### src/rtl/core/mahd_pkg.sv
`default_nettype none

package mahd_pkg;

    localparam int QUEUE_DEPTH_DEF = 2;

    // version codes as reported
    localparam logic [1:0] VER_MPEG1    = 2'd0;
    localparam logic [1:0] VER_MPEG2    = 2'd1;
    localparam logic [1:0] VER_MPEG25   = 2'd2;
    localparam logic [1:0] VER_RESERVED = 2'd3;

    // layer codes as reported
    localparam logic [1:0] LAYER_RES = 2'd0;
    localparam logic [1:0] LAYER_1   = 2'd1;
    localparam logic [1:0] LAYER_2   = 2'd2;
    localparam logic [1:0] LAYER_3   = 2'd3;

    localparam logic [1:0] SR_RESERVED = 2'd3;
    localparam logic [3:0] BR_BAD      = 4'hF;

    localparam logic [10:0] SPF_L1   = 11'd384;
    localparam logic [10:0] SPF_FULL = 11'd1152;
    localparam logic [10:0] SPF_LSF3 = 11'd576;

    localparam logic [7:0] COEF_L1   = 8'd12;
    localparam logic [7:0] COEF_LSF3 = 8'd72;
    localparam logic [7:0] COEF_STD  = 8'd144;
    localparam logic [3:0] DEC_SCALE = 4'd10;

    localparam logic [15:0] RATE_44K1 = 16'd44100;
    localparam logic [15:0] RATE_48K  = 16'd48000;
    localparam logic [15:0] RATE_32K  = 16'd32000;

    // kbps*1000/rate reduced per base rate: 10/441, 1/48, 1/32
    localparam int          DIV_SHIFT = 20;
    localparam logic [8:0]  DIV_44K1  = 9'd441;
    localparam logic [8:0]  DIV_48K   = 9'd48;
    localparam logic [8:0]  DIV_32K   = 9'd32;
    localparam logic [15:0] RCP_44K1  = 16'd2377;
    localparam logic [15:0] RCP_48K   = 16'd21845;
    localparam logic [15:0] RCP_32K   = 16'd32768;

    localparam logic [11:0] MAX_QUOT  = 12'd2880;
    localparam logic [13:0] HDR_BYTES = 14'd4;

    typedef logic [14:0][8:0] kbps_row_t;

    // entries listed from index 14 down to index 0
    localparam kbps_row_t KBPS_M1_L1 = {9'd448, 9'd416, 9'd384, 9'd352, 9'd320, 9'd288,
        9'd256, 9'd224, 9'd192, 9'd160, 9'd128, 9'd96, 9'd64, 9'd32, 9'd0};
    localparam kbps_row_t KBPS_M1_L2 = {9'd384, 9'd320, 9'd256, 9'd224, 9'd192, 9'd160,
        9'd128, 9'd112, 9'd96, 9'd80, 9'd64, 9'd56, 9'd48, 9'd32, 9'd0};
    localparam kbps_row_t KBPS_M1_L3 = {9'd320, 9'd256, 9'd224, 9'd192, 9'd160, 9'd128,
        9'd112, 9'd96, 9'd80, 9'd64, 9'd56, 9'd48, 9'd40, 9'd32, 9'd0};
    localparam kbps_row_t KBPS_LSF_L1 = {9'd256, 9'd224, 9'd192, 9'd176, 9'd160, 9'd144,
        9'd128, 9'd112, 9'd96, 9'd80, 9'd64, 9'd56, 9'd48, 9'd32, 9'd0};
    localparam kbps_row_t KBPS_LSF_L23 = {9'd160, 9'd144, 9'd128, 9'd112, 9'd96, 9'd80,
        9'd64, 9'd56, 9'd48, 9'd40, 9'd32, 9'd24, 9'd16, 9'd8, 9'd0};

    typedef enum logic [1:0] {
        BASE_44K1 = 2'd0,
        BASE_48K  = 2'd1,
        BASE_32K  = 2'd2
    } base_t;

    typedef struct packed {
        logic        valid_res;
        logic [1:0]  version;
        logic [1:0]  layer;
        logic        crc_present;
        logic [8:0]  bitrate_kbps;
        logic [15:0] sample_rate_hz;
        logic        padding;
        logic [2:0]  misc_flags;
        logic [1:0]  channel_mode;
        logic [1:0]  emphasis;
        logic [10:0] samples_per_frame;
    } hdr_t;

    // one classified header on its way to the length unit
    typedef struct packed {
        hdr_t        hdr;
        logic        div_en;
        logic        len_x4;
        base_t       base;
        logic [19:0] num;
    } rec_t;

    typedef struct packed {
        hdr_t        hdr;
        logic [11:0] payload_bytes;
    } res_t;

    function automatic base_t base_of(input logic [1:0] sr_idx);
        base_t b;
        unique case (sr_idx)
            2'd0:    b = BASE_44K1;
            2'd1:    b = BASE_48K;
            default: b = BASE_32K;
        endcase
        return b;
    endfunction

    function automatic logic [15:0] rate_lookup(input logic [1:0] ver, input logic [1:0] sr_idx);
        logic [15:0] r;
        unique case (base_of(sr_idx))
            BASE_44K1: r = RATE_44K1;
            BASE_48K:  r = RATE_48K;
            default:   r = RATE_32K;
        endcase
        if (ver == VER_RESERVED || sr_idx == SR_RESERVED)
        begin
            r = 16'd0;
        end
        return r >> ver;
    endfunction

    function automatic logic [8:0] kbps_lookup(input logic [2:0] row, input logic [3:0] idx);
        logic [8:0] k;
        unique case (row)
            3'd0:    k = KBPS_M1_L1[idx];
            3'd1:    k = KBPS_M1_L2[idx];
            3'd2:    k = KBPS_M1_L3[idx];
            3'd3:    k = KBPS_LSF_L1[idx];
            default: k = KBPS_LSF_L23[idx];
        endcase
        return k;
    endfunction

    function automatic logic [10:0] coef_scaled(input logic l1, input logic lsf3,
                                                input base_t base);
        logic [7:0] c;
        c = l1 ? COEF_L1 : (lsf3 ? COEF_LSF3 : COEF_STD);
        return (base == BASE_44K1) ? 11'(c) * 11'(DEC_SCALE) : 11'(c);
    endfunction

    function automatic logic [8:0] div_of(input base_t base);
        logic [8:0] d;
        unique case (base)
            BASE_44K1: d = DIV_44K1;
            BASE_48K:  d = DIV_48K;
            default:   d = DIV_32K;
        endcase
        return d;
    endfunction

    function automatic logic [15:0] rcp_of(input base_t base);
        logic [15:0] r;
        unique case (base)
            BASE_44K1: r = RCP_44K1;
            BASE_48K:  r = RCP_48K;
            default:   r = RCP_32K;
        endcase
        return r;
    endfunction

endpackage

`default_nettype wire

### src/rtl/core/mahd_front.sv
`default_nettype none

module mahd_front (
    input  wire                clk,
    input  wire                rst_n,
    input  wire                in_valid,
    output logic               in_ready,
    input  wire  [31:0]        header,
    output logic               out_valid,
    input  wire                out_ready,
    output mahd_pkg::rec_t     out_rec
);
    import mahd_pkg::*;

    logic        valid_reg;
    logic        valid_next;
    rec_t        rec_reg;
    rec_t        rec_next;

    logic [1:0]  vbits;
    logic [1:0]  lbits;
    logic [3:0]  br_idx;
    logic [1:0]  sr_idx;
    logic [1:0]  ver;
    logic [1:0]  lay;
    logic [2:0]  row;
    logic        row_ok;
    logic        br_ok;
    logic [15:0] rate;
    logic [8:0]  kbps;
    logic        valid_hdr;
    logic        lsf3;
    base_t       base;
    logic [12:0] coef_x;
    logic [21:0] prod;
    logic [10:0] spf;

    assign vbits  = header[20:19];
    assign lbits  = header[18:17];
    assign br_idx = header[15:12];
    assign sr_idx = header[11:10];

    always_comb
    begin
        unique case (vbits)
            2'd3:    ver = VER_MPEG1;
            2'd2:    ver = VER_MPEG2;
            2'd0:    ver = VER_MPEG25;
            default: ver = VER_RESERVED;
        endcase
        lay = (lbits == 2'd0) ? LAYER_RES : 2'(3'd4 - {1'b0, lbits});

        row_ok = (lay != LAYER_RES) && (ver != VER_RESERVED);
        if (ver == VER_MPEG1)
        begin
            row = 3'({1'b0, lay} - 3'd1);
        end
        else
        begin
            row = (lay == LAYER_1) ? 3'd3 : 3'd4;
        end
        br_ok = row_ok && (br_idx != BR_BAD);
        kbps  = br_ok ? kbps_lookup(row, br_idx) : 9'd0;
        rate  = rate_lookup(ver, sr_idx);
        valid_hdr = br_ok && (rate != 16'd0);

        unique case (lay)
            LAYER_1: spf = SPF_L1;
            LAYER_2: spf = SPF_FULL;
            LAYER_3: spf = (ver == VER_MPEG1) ? SPF_FULL :
                           (ver == VER_RESERVED) ? 11'd0 : SPF_LSF3;
            default: spf = 11'd0;
        endcase

        lsf3   = (lay == LAYER_3) && (ver != VER_MPEG1);
        base   = base_of(sr_idx);
        // lower sampling rates are the base rate over 2^version
        coef_x = 13'(coef_scaled(lay == LAYER_1, lsf3, base)) << ver;
        prod   = coef_x * kbps;
    end

    always_comb
    begin
        rec_next                        = rec_reg;
        rec_next.hdr.valid_res          = valid_hdr;
        rec_next.hdr.version            = ver;
        rec_next.hdr.layer              = lay;
        rec_next.hdr.crc_present        = ~header[16];
        rec_next.hdr.bitrate_kbps       = kbps;
        rec_next.hdr.sample_rate_hz     = rate;
        rec_next.hdr.padding            = header[9];
        rec_next.hdr.misc_flags         = {header[8], header[3], header[2]};
        rec_next.hdr.channel_mode       = header[7:6];
        rec_next.hdr.emphasis           = header[1:0];
        rec_next.hdr.samples_per_frame  = spf;
        rec_next.div_en                 = valid_hdr && (kbps != 9'd0);
        rec_next.len_x4                 = (lay == LAYER_1);
        rec_next.base                   = base;
        rec_next.num                    = prod[19:0];
    end

    assign in_ready   = !valid_reg || out_ready;
    assign valid_next = in_ready ? in_valid : valid_reg;

    always_ff @(posedge clk or negedge rst_n)
    begin
        if (!rst_n)
        begin
            valid_reg <= 1'b0;
        end
        else
        begin
            valid_reg <= valid_next;
        end
    end

    always_ff @(posedge clk)
    begin
        if (in_valid && in_ready)
        begin
            rec_reg <= rec_next;
        end
    end

    assign out_valid = valid_reg;
    assign out_rec   = rec_reg;

endmodule

`default_nettype wire

### src/rtl/core/mahd_queue.sv
`default_nettype none

module mahd_queue #(
    parameter int DEPTH = mahd_pkg::QUEUE_DEPTH_DEF
) (
    input  wire                clk,
    input  wire                rst_n,
    input  wire                in_valid,
    output logic               in_ready,
    input  mahd_pkg::rec_t     in_rec,
    output logic               out_valid,
    input  wire                out_ready,
    output mahd_pkg::rec_t     out_rec
);
    import mahd_pkg::*;

    localparam int AW = (DEPTH > 1) ? $clog2(DEPTH) : 1;
    localparam int CW = $clog2(DEPTH + 1);
    localparam logic [AW-1:0] LAST = AW'(DEPTH - 1);
    localparam logic [CW-1:0] FULL = CW'(DEPTH);

    rec_t          slot_reg [DEPTH];
    logic [AW-1:0] wr_ptr_reg;
    logic [AW-1:0] wr_ptr_next;
    logic [AW-1:0] rd_ptr_reg;
    logic [AW-1:0] rd_ptr_next;
    logic [CW-1:0] count_reg;
    logic [CW-1:0] count_next;
    logic          push;
    logic          pop;

    assign in_ready  = (count_reg != FULL);
    assign out_valid = (count_reg != '0);
    assign out_rec   = slot_reg[rd_ptr_reg];
    assign push      = in_valid && in_ready;
    assign pop       = out_valid && out_ready;

    always_comb
    begin
        wr_ptr_next = wr_ptr_reg;
        rd_ptr_next = rd_ptr_reg;
        count_next  = count_reg;
        if (push)
        begin
            wr_ptr_next = (wr_ptr_reg == LAST) ? '0 : AW'(wr_ptr_reg + 1'b1);
        end
        if (pop)
        begin
            rd_ptr_next = (rd_ptr_reg == LAST) ? '0 : AW'(rd_ptr_reg + 1'b1);
        end
        if (push && !pop)
        begin
            count_next = CW'(count_reg + 1'b1);
        end
        else if (pop && !push)
        begin
            count_next = CW'(count_reg - 1'b1);
        end
    end

    always_ff @(posedge clk or negedge rst_n)
    begin
        if (!rst_n)
        begin
            wr_ptr_reg <= '0;
            rd_ptr_reg <= '0;
            count_reg  <= '0;
        end
        else
        begin
            wr_ptr_reg <= wr_ptr_next;
            rd_ptr_reg <= rd_ptr_next;
            count_reg  <= count_next;
        end
    end

    always_ff @(posedge clk)
    begin
        if (push)
        begin
            slot_reg[wr_ptr_reg] <= in_rec;
        end
    end

endmodule

`default_nettype wire

### src/rtl/core/mahd_back.sv
`default_nettype none

module mahd_back (
    input  wire                clk,
    input  wire                rst_n,
    input  wire                in_valid,
    output logic               in_ready,
    input  mahd_pkg::rec_t     in_rec,
    output logic               out_valid,
    input  wire                out_ready,
    output mahd_pkg::res_t     out_res
);
    import mahd_pkg::*;

    // stage 1: reciprocal estimate, stage 2: remainder fix-up, stage 3: length
    logic        v1_reg;
    logic        v1_next;
    logic        v2_reg;
    logic        v2_next;
    logic        v3_reg;
    logic        v3_next;
    logic        rdy1;
    logic        rdy2;
    logic        rdy3;

    rec_t        s1_rec_reg;
    logic [11:0] s1_q_reg;
    rec_t        s2_rec_reg;
    logic [11:0] s2_q_reg;
    res_t        s3_res_reg;
    res_t        s3_res_next;

    logic [35:0] est_prod;
    logic [8:0]  s2_div;
    logic [20:0] s2_back;
    logic [19:0] s2_rem;
    logic [11:0] s2_q_next;
    logic [12:0] s3_sum;
    logic [13:0] s3_len;

    assign rdy3     = !v3_reg || out_ready;
    assign rdy2     = !v2_reg || rdy3;
    assign rdy1     = !v1_reg || rdy2;
    assign in_ready = rdy1;

    assign v1_next = rdy1 ? in_valid : v1_reg;
    assign v2_next = rdy2 ? v1_reg : v2_reg;
    assign v3_next = rdy3 ? v2_reg : v3_reg;

    // estimate is the true quotient or one short of it
    assign est_prod = in_rec.num * rcp_of(in_rec.base);

    assign s2_div    = div_of(s1_rec_reg.base);
    assign s2_back   = s1_q_reg * s2_div;
    assign s2_rem    = s1_rec_reg.num - s2_back[19:0];
    assign s2_q_next = (s2_rem >= 20'(s2_div)) ? 12'(s1_q_reg + 1'b1) : s1_q_reg;

    always_comb
    begin
        s3_sum = 13'(s2_q_reg) + 13'(s2_rec_reg.hdr.padding);
        s3_len = s2_rec_reg.len_x4 ? {s3_sum, 1'b0} << 1 : 14'(s3_sum);
        s3_res_next.hdr = s2_rec_reg.hdr;
        if (s2_rec_reg.div_en && s3_len >= HDR_BYTES)
        begin
            s3_res_next.payload_bytes = 12'(s3_len - HDR_BYTES);
        end
        else
        begin
            s3_res_next.payload_bytes = 12'd0;
        end
    end

    always_ff @(posedge clk or negedge rst_n)
    begin
        if (!rst_n)
        begin
            v1_reg <= 1'b0;
            v2_reg <= 1'b0;
            v3_reg <= 1'b0;
        end
        else
        begin
            v1_reg <= v1_next;
            v2_reg <= v2_next;
            v3_reg <= v3_next;
        end
    end

    always_ff @(posedge clk)
    begin
        if (in_valid && rdy1)
        begin
            s1_rec_reg <= in_rec;
            s1_q_reg   <= est_prod[DIV_SHIFT+11:DIV_SHIFT];
        end
        if (v1_reg && rdy2)
        begin
            s2_rec_reg <= s1_rec_reg;
            s2_q_reg   <= s2_q_next;
        end
        if (v2_reg && rdy3)
        begin
            s3_res_reg <= s3_res_next;
        end
    end

    assign out_valid = v3_reg;
    assign out_res   = s3_res_reg;

    a_rem_in_range: assert property (@(posedge clk) disable iff (!rst_n)
        v1_reg && s1_rec_reg.div_en |-> s2_rem < {11'd0, s2_div, 1'b0})
        else $error("quotient estimate more than one short");

    a_quot_bound: assert property (@(posedge clk) disable iff (!rst_n)
        v2_reg && s2_rec_reg.div_en |-> s2_q_reg <= MAX_QUOT)
        else $error("frame length quotient out of range");

    a_invalid_len: assert property (@(posedge clk) disable iff (!rst_n)
        v3_reg && !s3_res_reg.hdr.valid_res |-> s3_res_reg.payload_bytes == 12'd0)
        else $error("length reported for invalid header");

    a_free_len: assert property (@(posedge clk) disable iff (!rst_n)
        v3_reg && s3_res_reg.hdr.bitrate_kbps == 9'd0 |-> s3_res_reg.payload_bytes == 12'd0)
        else $error("length reported for free format");

endmodule

`default_nettype wire

### src/rtl/core/mpeg_audio_header_decoder.sv
// An accepted header word passes the front register, a queue slot and three length
// stages on its way to its result word.
// Throughput: one header per cycle while the output does not stall; the length
// unit is a 3-stage reciprocal-multiply pipeline shared by all nine sampling rates.
// Front decode and back length unit are parted by a small queue and stall on their own.
// Reset (rst_n low, asynchronous) empties the pipeline and the queue; no result is pending.
`default_nettype none

module mpeg_audio_header_decoder #(
    parameter int QUEUE_DEPTH = mahd_pkg::QUEUE_DEPTH_DEF
) (
    input  wire         clk,
    input  wire         rst_n,
    input  wire         s_axis_tvalid,
    output logic        s_axis_tready,
    input  wire  [31:0] s_axis_tdata,   // header_word
    output logic        m_axis_tvalid,
    input  wire         m_axis_tready,
    // valid_res, version, layer, crc_present, bitrate_kbps, sample_rate_hz, padding,
    // misc_flags, channel_mode, emphasis, samples_per_frame, payload_bytes, zero fill
    output logic [63:0] m_axis_tdata
);
    import mahd_pkg::*;

    logic  fr_valid;
    logic  fr_ready;
    rec_t  fr_rec;
    logic  q_valid;
    logic  q_ready;
    rec_t  q_rec;
    res_t  res;

    mahd_front u_front (
        .clk       (clk),
        .rst_n     (rst_n),
        .in_valid  (s_axis_tvalid),
        .in_ready  (s_axis_tready),
        .header    (s_axis_tdata),
        .out_valid (fr_valid),
        .out_ready (fr_ready),
        .out_rec   (fr_rec)
    );

    mahd_queue #(
        .DEPTH (QUEUE_DEPTH)
    ) u_queue (
        .clk       (clk),
        .rst_n     (rst_n),
        .in_valid  (fr_valid),
        .in_ready  (fr_ready),
        .in_rec    (fr_rec),
        .out_valid (q_valid),
        .out_ready (q_ready),
        .out_rec   (q_rec)
    );

    mahd_back u_back (
        .clk       (clk),
        .rst_n     (rst_n),
        .in_valid  (q_valid),
        .in_ready  (q_ready),
        .in_rec    (q_rec),
        .out_valid (m_axis_tvalid),
        .out_ready (m_axis_tready),
        .out_res   (res)
    );

    assign m_axis_tdata = {
        2'b00,
        res.payload_bytes,
        res.hdr.samples_per_frame,
        res.hdr.emphasis,
        res.hdr.channel_mode,
        res.hdr.misc_flags,
        res.hdr.padding,
        res.hdr.sample_rate_hz,
        res.hdr.bitrate_kbps,
        res.hdr.crc_present,
        res.hdr.layer,
        res.hdr.version,
        res.hdr.valid_res
    };

endmodule

`default_nettype wire

### config.mk
export PLATFORM = sky130hd
export DESIGN_NAME = mpeg_audio_header_decoder
export DESIGN_NICKNAME = d
export VERILOG_FILES = /design/src/rtl/core/mahd_pkg.sv /design/src/rtl/core/mahd_front.sv /design/src/rtl/core/mahd_queue.sv /design/src/rtl/core/mahd_back.sv /design/src/rtl/core/mpeg_audio_header_decoder.sv
export SDC_FILE = /design/constraint.sdc
export NUM_CORES = 1
export LEC_CHECK = 0
export BUFFER_PORTS_ARGS = -buffer_cell sky130_fd_sc_hd__clkbuf_2
export CAP_MARGIN = 20
export CELL_PAD_IN_SITES_DETAIL_PLACEMENT = 1
export CELL_PAD_IN_SITES_GLOBAL_PLACEMENT = 1
export CORE_ASPECT_RATIO = 0.6
export CORE_UTILIZATION = 51
export DETAILED_ROUTE_END_ITERATION = 7
export PLACE_DENSITY = 0.91
export SETUP_SLACK_MARGIN = 0.1
export SYNTH_ARGS = -nofsm -noshare
export SYNTH_HDL_FRONTEND = slang
export SYNTH_SLANG_ARGS = --single-unit
### constraint.sdc
create_clock -name clk -period 8.5 [get_ports clk]
set_input_delay 1.7 -clock clk [delete_from_list [all_inputs] [get_ports clk]]
set_output_delay 1.7 -clock clk [all_outputs]
set_load 0.1 [all_outputs]
* Yosys cells after proc, flatten, opt, wreduce, memory -nomap -nowiden
Memory sizes are Yosys's and may differ from the RTL's.
Index checks and enable logic that the tools add are counted.
** Word-level totals
- Output and inout bits :: 66
- ROM bits :: 720
- Memories kept :: 6
- Memory bits (writable) :: 148
- Flip-flop bits (word level) :: 294
- Bits of input ports :: 36
- Word-level logic and storage cells :: 175
** Memories
- u_queue.slot_reg :: words 2, width 74, read ports 1, clocked after memory_dff 0, write ports 1, RTL line mahd_queue.sv:22 : rec_t slot_reg [DEPTH];
- (name not given) :: words 16, width 9, read ports 1, clocked after memory_dff 0, write ports 0, RTL line mahd_pkg.sv:122 : 3'd0: k = KBPS_M1_L1[idx];
- (name not given) :: words 16, width 9, read ports 1, clocked after memory_dff 0, write ports 0, RTL line mahd_pkg.sv:123 : 3'd1: k = KBPS_M1_L2[idx];
- (name not given) :: words 16, width 9, read ports 1, clocked after memory_dff 0, write ports 0, RTL line mahd_pkg.sv:124 : 3'd2: k = KBPS_M1_L3[idx];
- (name not given) :: words 16, width 9, read ports 1, clocked after memory_dff 0, write ports 0, RTL line mahd_pkg.sv:125 : 3'd3: k = KBPS_LSF_L1[idx];
- (name not given) :: words 16, width 9, read ports 1, clocked after memory_dff 0, write ports 0, RTL line mahd_pkg.sv:126 : default: k = KBPS_LSF_L23[idx];
** Operators by class
- Order comparisons :: 3
- Reduce and logical (&&, ||, !) cells :: 38
- Multiply operators :: 4
- Mux-type cells :: 30
- Bitwise gates (word level) :: 1
- Shift operators :: 2
- Add/sub/neg operators :: 10
- Equality and inequality tests :: 17
** Operator list (number)
- $pmux W16 S2 :: 2
- $mux W9 :: 6
- $pmux W9 S4 :: 1
- $pmux W11 S3 :: 1
- $mul A20 B16 Y32 :: 1
- $mux W11 :: 2
- $ge A20 B9 Y1 :: 1
- $mul A12 B9 Y20 :: 1
- $mul A13 B9 Y20 :: 1
- $sub A20 B20 Y20 :: 1
- $pmux W9 S2 :: 1
- $mux W16 :: 1
- $mux W8 :: 2
- $reduce_bool A16 Y1 :: 1
- $shr A16 B2 Y16 :: 1
- $ge A14 B3 Y1 const B :: 1
- $logic_not A2 Y1 :: 7
- $mux W14 :: 1
- $add A12 B1 Y13 :: 1
- $logic_and A1 B1 Y1 :: 13
- $shl A11 B2 Y13 :: 1
- $add A12 B1 Y12 const B :: 1
- $eq A2 B2 Y1 const B :: 6
- $mux W12 :: 1
- 25 further kinds :: 50

* Logic depth before layout (Yosys ltp)
Gate-level depths: netlist (run 1).
- Word-level depth :: 10
- Gate-level depth with buffers :: 31
- Mapped depth without buffers :: 30

* By module
A second synthesis (run 1) with hierarchy kept.
** Second synthesis, totals
- Cells, all modules :: 2216
- Area, all modules :: 28315.9 µm²
** Modules (own cells, without submodules)
- mahd_back :: seq. area each 6441.2 µm², times used 1, area each 17174.0 µm², cells each 1413
- mahd_queue :: seq. area each 4544.4 µm², times used 1, area each 5736.8 µm², cells each 248
- mahd_front :: seq. area each 1796.7 µm², times used 1, area each 5386.4 µm², cells each 552
- mpeg_audio_header_decoder :: seq. area each 0.0 µm², times used 1, area each 18.8 µm², cells each 3

* Worst setup path after synthesis (run 1)
No wires, ideal clock.
- Path kind :: input-to-reg
- Start point :: input port s_axis_tdata[19]
- End point :: register u_front.rec_reg, in the netlist u_front.out_rec[19] (data pin)
- Path slack :: 0.901 ns
- Cell stages on the path :: 26
- Data required time :: 8.240 ns
- Path buffers :: 2
- Setup time :: 0.260 ns
- Arrival time :: 7.339 ns
- Cells stage by stage :: ha_1 clkbuf_1 nand2b_1 nor3_1 nand2b_1 a21oi_1 nor3_1 a211oi_1 clkbuf_1 nand3_1 fa_1 fa_1 fa_1 inv_1 ha_1 fa_1 a21o_1 a21oi_1 o21bai_1 a21oi_1 nor2b_1 o21a_1 o21ai_0 nand2b_1 a21oi_1 xnor2_1
** On the way
- Elaborated cells on any way between the ends :: 23
- Those cells by class :: 2 x mul; 6 x eq/ne; 1 x shift; 7 x mux; 7 x reduce/logical
** RTL lines
- start: declaration :: RTL line mpeg_audio_header_decoder.sv:16 : input wire [31:0] s_axis_tdata,
- $eq A2 B2 Y1 / $logic_not A2 Y1 (equally long branches) :: RTL line mahd_front.sv:45 : unique case (vbits)
- $pmux W2 S3 (*) :: RTL line mahd_front.sv:45
- $logic_not A2 Y1 :: RTL line mahd_front.sv:54 : if (ver == VER_MPEG1)
- $mux W3 :: RTL line mahd_front.sv:54
- $eq A3 B2 Y1, or another cell as far along :: RTL line mahd_pkg.sv:121 : unique case (row)
- $pmux W9 S4 :: RTL line mahd_pkg.sv:121
- $mux W9 (*) :: RTL line mahd_front.sv:63 : kbps = br_ok ? kbps_lookup(row, br_idx) : 9'd0;
- net u_front.kbps[7] :: RTL line mahd_front.sv:30 : logic [8:0] kbps;
- $mul A13 B9 Y20 (*) :: RTL line mahd_front.sv:79 : prod = coef_x * kbps;
- net u_front.prod[19] :: RTL line mahd_front.sv:35 : logic [21:0] prod;
- end signal: assignment :: RTL line mahd_front.sv:121 : rec_reg <= rec_next;
- end: declaration :: RTL line mahd_front.sv:17 : rec_t rec_reg;
The timed path passes the listed nets; every way through them passes the cells marked *.
A chain may end at the register's enable or synchronous reset.

* Final worst setup path (run 1)
- Start point :: register u_queue.rd_ptr_reg
- End point :: register u_back.s1_q_reg[11] (data pin)
** On the way
- Word-level cells in the longest chain between the ends :: 4
- Elaborated cells on any way between the ends :: 5
- Those cells by class :: 1 x mul; 1 x eq/ne; 1 x mux; 1 x reduce/logical; 1 x memory
** Ends and longest elaborated chain
- start: declaration :: RTL line mahd_queue.sv:25 : logic [AW-1:0] rd_ptr_reg;
- start signal: assignment :: RTL line mahd_queue.sv:72 : rd_ptr_reg <= rd_ptr_next;
- $mem_v2 Z2 W74 (*)
- $eq A2 B1 Y1 / $logic_not A2 Y1 (equally long branches) :: RTL line mahd_pkg.sv:150 : unique case (base)
- $pmux W16 S2 :: RTL line mahd_pkg.sv:150
- $mul A20 B16 Y32 (*) :: RTL line mahd_back.sv:51 : assign est_prod = in_rec.num * rcp_of(in_rec.base);
- net u_back.est_prod[31] :: RTL line mahd_back.sv:33 : logic [35:0] est_prod;
- end signal: assignment :: RTL line mahd_back.sv:94 : s1_q_reg <= est_prod[DIV_SHIFT+11:DIV_SHIFT];
- end: declaration :: RTL line mahd_back.sv:27 : logic [11:0] s1_q_reg;
Marks and branches as above.

==> results of run 1 <==
[final cells by class]
class                           instances  area (sq um)
Clock inverter                         20         275.3
Inverter                              333          1250
Multi-Input combinational cell       1169         11220
Sequential cell                       362         10830
Tap cell                              620         775.7
Timing Repair Buffer                  115         670.6
Fill cell                            4526         19180
Clock buffer                           42         912.1
[through the flow]
step / TNS [ns] / util (%) / instance area (sq um) / instances / hold WS, ns
6_report: 0 / 57.49 / 25940 / 2661 / 0.4215
5_1_grt: 0 / 57.49 / 25940 / 2661 / 0.4256
4_1_cts: 0 / 57.43 / 25910 / 2660 / 0.4249
3_5_place_dp: -0.1531 / 54.80 / 24730 / 2598 / 0.4052
3_3_place_gp: 0 / 54.80 / 24730 / 2598 / 0.4005
2_1_floorplan: 0 / - / 23570 / 1928 / 0.4003
[Yosys cell counts, types with 4 or more instances]
| master | n |
|---|---|
| edfxtp_1 | 354 |
| inv_1 | 326 |
| ha_1 | 222 |
| fa_1 | 187 |
| nand2_1 | 132 |
| nor2_1 | 126 |
| xnor2_1 | 55 |
| mux2_2 | 54 |
| a21oi_1 | 49 |
| clkbuf_1 | 47 |
| o21ai_0 | 39 |
| nand2b_1 | 26 |
| xor2_1 | 24 |
| nor3_1 | 23 |
| nand3_1 | 21 |
| nor2b_1 | 19 |
| and2_1 | 18 |
| mux2i_1 | 17 |
| buf_4 | 14 |
| a21o_1 | 13 |
| a211oi_1 | 11 |
| nor4_1 | 11 |
| o211ai_1 | 9 |
| o21a_1 | 9 |
| dfrtp_1 | 8 |
| a221oi_1 | 7 |
| a31oi_1 | 6 |
| nand4_1 | 6 |
| or2_2 | 6 |
| and3_1 | 5 |
| o22ai_1 | 5 |
| a22oi_1 | 4 |
| clkinv_1 | 4 |
| nor3b_1 | 4 |
| o21bai_1 | 4 |
[per-layer routing]
metal / part of all wire, % / track usage, %
met1: 40 / 38.71
met2: 49 / 53.70
met3: 7.8 / 5.731
met4: 3.5 / 10.61
met5: 0 / 0
[cell families after synthesis]
logic type	count (synthesis)	synth area share, %
adders and majority gates	409	27.72
xor gates and xnor gates	80	3.010
and+or+nand+nor	412	8.157
DFF	362	46.03
other	1	0.01594
AOI/OAI and AO/OA	185	5.126
muxes	72	3.355
buffers and inverters	397	6.589
[worst max-delay path: cells and delay by family (launching register included)]
kind	cells	cell delay (ns)
compound gates	9	2.32
xor+xnor	1	0.14
fa+ha+maj	7	3.11
buf+inv	3	0.46
flops	1	0.66
mux	1	0.31
simple gates	2	0.82
[worst paths after layout]
check                                           startpoint                        endpoint  slack (ns)
setup reg to reg            u_queue.rd_ptr_reg$_DFFE_PN0P_   u_back.s1_q_reg[11]$_DFFE_PP_        0.39
min in group asynchronous                            rst_n  u_queue.rd_ptr_reg$_DFFE_PN0P_        0.97
hold / removal             u_back.s2_rec_reg[70]$_DFFE_PP_    u_back.out_res[58]$_DFFE_PP_        0.42
setup / recovery            u_queue.rd_ptr_reg$_DFFE_PN0P_   u_back.s1_q_reg[11]$_DFFE_PP_        0.39
max in group asynchronous                            rst_n  u_queue.rd_ptr_reg$_DFFE_PN0P_        7.32
hold reg to reg            u_back.s2_rec_reg[70]$_DFFE_PP_    u_back.out_res[58]$_DFFE_PP_        0.42
==> results.json, run 1 <==
{
  "clock_latency_ns": 0.57,
  "synth_area_leaders": "edfxtp_1, fa_1, ha_1",
  "post-cts-setup-buffers": 0,
  "layout_setup_ws_ns": 0.3920,
  "clock_path_buffers": 3,
  "timing.final.crit_share_pct": 95.39,
  "cp_slowest_cell": "dfrtp_4",
  "critPathLaunchType": "flop",
  "vias_per_cell": 5.892,
  "diodes": 0,
  "row_count": 60,
  "crit_path_end_kind": "flop",
  "drc": 0,
  "finalMaxSlewViolations": 0,
  "synth_seq_cells": 362,
  "hold_viol": 0,
  "place_congestion": 0.9191,
  "cts_tree": "yes",
  "layout_common_cells": "edfxtp_1, inv_1, ha_1",
  "ioPinCount": 102,
  "avgSynthCellArea_sq_um": 12.27,
  "areaGrowthSynthToFinish_pct": 10.24,
  "crit_chain": "mux2i_1 -> buf_4 -> nand2_1 -> nor2_1 -> ha_1 -> inv_1 -> fa_1 -> inv_1 -> fa_1 -> fa_1 -> fa_1 -> fa_1 -> ha_1 -> a21o_1 -> a21o_1 -> a21o_1 -> a21oi_1 -> o21ai_0 -> a211oi_1 -> o21ai_0 -> a31o_2 -> a21oi_1 -> xnor2_1",
  "antenna_found_initial": 1,
  "routedWlPerCell_um": 26.67,
  "ctsResizeCount": 0,
  "largest_reg_flops": 118,
  "synth_flop_cell": "edfxtp_1",
  "seq_area_frac_synth_pct": 46.03,
  "dp_slack_ns": -0.1531,
  "synth_cells": 1918,
  "grt_pass1_wl_um": 107900,
  "netlist_area_sq_um": 23530,
  "cts-buffers-inserted": 35,
  "max_freq_mhz": 123.3,
  "status": "complete, no violations",
  "dieArea_sq_um": 47030,
  "die_h_um": 168.4,
  "postCtsHoldBufs": 0,
  "skew_ns": 0.04616,
  "rsz0062_at_grt": "true",
  "vias": 15680,
  "drtIter0Drc": 1500,
  "hold-path-cell-count": 0,
  "drt-total-wl_um": 70980,
  "cts.clk_slew.worst_paths_ns": 0.07,
  "drt_first_pass_iters": 6,
  "slew_headroom_pct": 27.00,
  "grt_pass1_vias": 17660,
  "drive_gt1_share_pct": 12.10,
  "reg2reg_depth": 23,
  "arrival_ns": 8.41,
  "grt_max_degree": 73,
  "synth_cell_type_count": 69,
  "critPathMaxStageDelay_ns": 0.66,
  "max_cap_violations": 0,
  "synth-edff-count": 354,
  "ys_async_sr_fraction_pct": 2.210,
  "ant_nets": 0,
  "hpwl_um": 48650,
  "hold_class": "flop to flop",
  "clock-sinks": 362,
  "finalSetupViolCount": 0,
  "final_common_cell": "edfxtp_1",
  "cts_root_buf": "clkbuf_16",
  "crit_type": "flop to flop",
  "crit_top_cell": "fa_1",
  "synth_top_area_share_pct": 45.18,
  "initial_core_util_pct": 52.15,
  "yosysWarningCount": 0,
  "port_buffers": 77,
  "gr-total-overflow": 0,
  "crit_path_max_fanout": 23,
  "worstPathRequired_ns": 8.81,
  "finalNetCount": 2461,
  "die_x_um": 279.3,
  "synth_top_cell_by_area": "edfxtp_1",
  "grt_util_all_layers_pct": 30.85,
  "cts-htree-levels": 2,
  "post-route-min-period_ns": 8.108,
  "placeableCoreArea_sq_um": 45120,
  "worst_pin_slew_ns": 1.095
}
Power of run 1 is not shown: default switching activity piles up to over one toggle a cycle in this logic, so the estimate is an artifact.
==> run 2, diff against run 1 <==
Settings changed: CORE_ASPECT_RATIO 0.6 to default, SLEW_MARGIN from default to 40.
==> run 2 against run 1 <==
  * Final cell count decreased by 0.71%
  * Highest routed layer is now met5
  * Cell area increased by 0.54%
  * Clock skew decreased by 0.022 ns
==> results.json, run 2 (synthesized netlist as in run 1, its figures left out) <==
{
  "vias": 16060,
  "ioPinCount": 102,
  "post-cts-setup-buffers": 0,
  "diodes": 0,
  "slew_headroom_pct": 35.99,
  "max_freq_mhz": 122.2,
  "crit_type": "flop to flop",
  "crit_chain": "mux2i_1 -> buf_4 -> clkinvlp_4 -> nor2_1 -> fa_1 -> ha_1 -> inv_1 -> fa_1 -> inv_1 -> fa_1 -> fa_1 -> fa_1 -> ha_1 -> a21o_1 -> a21o_1 -> a21o_1 -> a21oi_1 -> o21ai_0 -> a211oi_1 -> o21ai_0 -> a31o_2 -> a21oi_1 -> xnor2_1",
  "hold_viol": 0,
  "row_count": 78,
  "rsz0062_at_grt": "true",
  "hold_ws_ns": 0.4117,
  "die_h_um": 216.8,
  "grt_util_all_layers_pct": 31.96,
  "initial_core_util_pct": 51.74,
  "ctsResizeCount": 0,
  "timing.final.crit_share_pct": 96.24,
  "grt_max_degree": 60,
  "finalSetupViolCount": 0,
  "place_congestion": 0.8890,
  "drt-total-wl_um": 74770,
  "hpwl_um": 47170,
  "dp_cells": 2573,
  "status": "complete, no violations",
  "antenna_found_initial": 1,
  "arrival_ns": 8.48,
  "finalMaxSlewViolations": 0,
  "die_x_um": 216.8,
  "critPathMaxStageDelay_ns": 0.66,
  "clock_latency_ns": 0.57,
  "clock_path_buffers": 3,
  "cp_slowest_cell": "dfrtp_4",
  "hold_class": "flop to flop",
  "drive_gt1_share_pct": 12.29,
  "crit_path_end_kind": "flop",
  "routedWlPerCell_um": 28.30,
  "worst_pin_slew_ns": 0.9334,
  "drtIter0Drc": 1488,
  "areaGrowthSynthToFinish_pct": 10.83,
  "largest_reg_flops": 118,
  "cts-buffers-inserted": 38,
  "crit_path_max_fanout": 20,
  "grt_pass1_vias": 18180,
  "clock-sinks": 362,
  "cts_tree": "yes",
  "grt_pass1_wl_um": 111500,
  "placeableCoreArea_sq_um": 45480,
  "finalNetCount": 2458,
  "max_cap_violations": 0,
  "final_cells": 2642,
  "drt_first_pass_iters": 7,
  "worstPathRequired_ns": 8.80,
  "cts-htree-levels": 2,
  "crit_top_cell": "fa_1",
  "vias_per_cell": 6.080,
  "setup-tns-final_ns": 0,
  "critPathLaunchType": "flop",
  "drc": 0,
  "gr-total-overflow": 0,
  "port_buffers": 77,
  "ant_nets": 0,
  "final_common_cell": "edfxtp_1",
  "postCtsHoldBufs": 0,
  "layout_common_cells": "edfxtp_1, inv_1, ha_1",
  "cts_root_buf": "clkbuf_16",
  "post-route-min-period_ns": 8.180,
  "cts.clk_slew.worst_paths_ns": 0.07,
  "fillers": 4608,
  "dieArea_sq_um": 47000,
  "skew_ns": 0.02464
}
[run 2: worst max-delay path: cells and delay by family, from the launching register on]
family,cells,cell delay [ns]
buf+inv,4,0.85
simple gates,1,0.41
flops,1,0.66
fa+ha+maj,7,3.24
compound gates,9,2.23
mux,1,0.34
xor+xnor,1,0.13
[run 2: per-layer routing]
layer  share of wire [%]  global-route usage, %  wire, um  vias to the layer above
li1                    -                      -         -                     6629
met1                  34                  35.30     25520                     8090
met2                  51                  57.39     38430                      969
met3                 6.8                  4.850      5076                      374
met4                 7.7                  20.54      5738                        2
met5               0.016                      0        12                        -
[run 2: area by class of cell]
type / instances / area (sq um) / share of cell area (%)
inverter: 333 / 1254 / 4.808
sequential: 362 / 10830 / 41.55
timing repair buffer: 109 / 629.4 / 2.413
tap: 600 / 750.7 / 2.879
clock inverter: 26 / 399.1 / 1.531
clock buffer: 43 / 969.7 / 3.718
multi-input combinational: 1169 / 11240 / 43.11
[run 2: per-stage QoR]
step / utilization, % / instance area [sq um] / setup slack (ns)
floorplan: - / 23570 / 0.9014
global placement: 54.23 / 24660 / 0.4126
detailed placement: 54.27 / 24680 / 0.02310
CTS: 57.28 / 26050 / 0.1175
global route: 57.34 / 26080 / 0.09672
finish: 57.34 / 26080 / 0.3198
[run 2: worst paths after layout]
path | start | to | slack [ns] | depth (start not counted)
worst min-delay path | u_back.s1_rec_reg[73]$_DFFE_PP_ | u_back.s2_rec_reg[73]$_DFFE_PP_ | 0.41 | 0
max in group asynchronous | rst_n | u_queue.rd_ptr_reg$_DFFE_PN0P_ | 7.32 | 1
min in group asynchronous | rst_n | u_queue.count_reg[1]$_DFFE_PN0P_ | 0.97 | 1
worst max register to register | u_queue.rd_ptr_reg$_DFFE_PN0P_ | u_back.s1_q_reg[11]$_DFFE_PP_ | 0.32 | 23
worst max-delay path | u_queue.rd_ptr_reg$_DFFE_PN0P_ | u_back.s1_q_reg[11]$_DFFE_PP_ | 0.32 | 23
worst min register to register | u_back.s1_rec_reg[73]$_DFFE_PP_ | u_back.s2_rec_reg[73]$_DFFE_PP_ | 0.41 | 0
Power of run 2 is left out for the same reason.
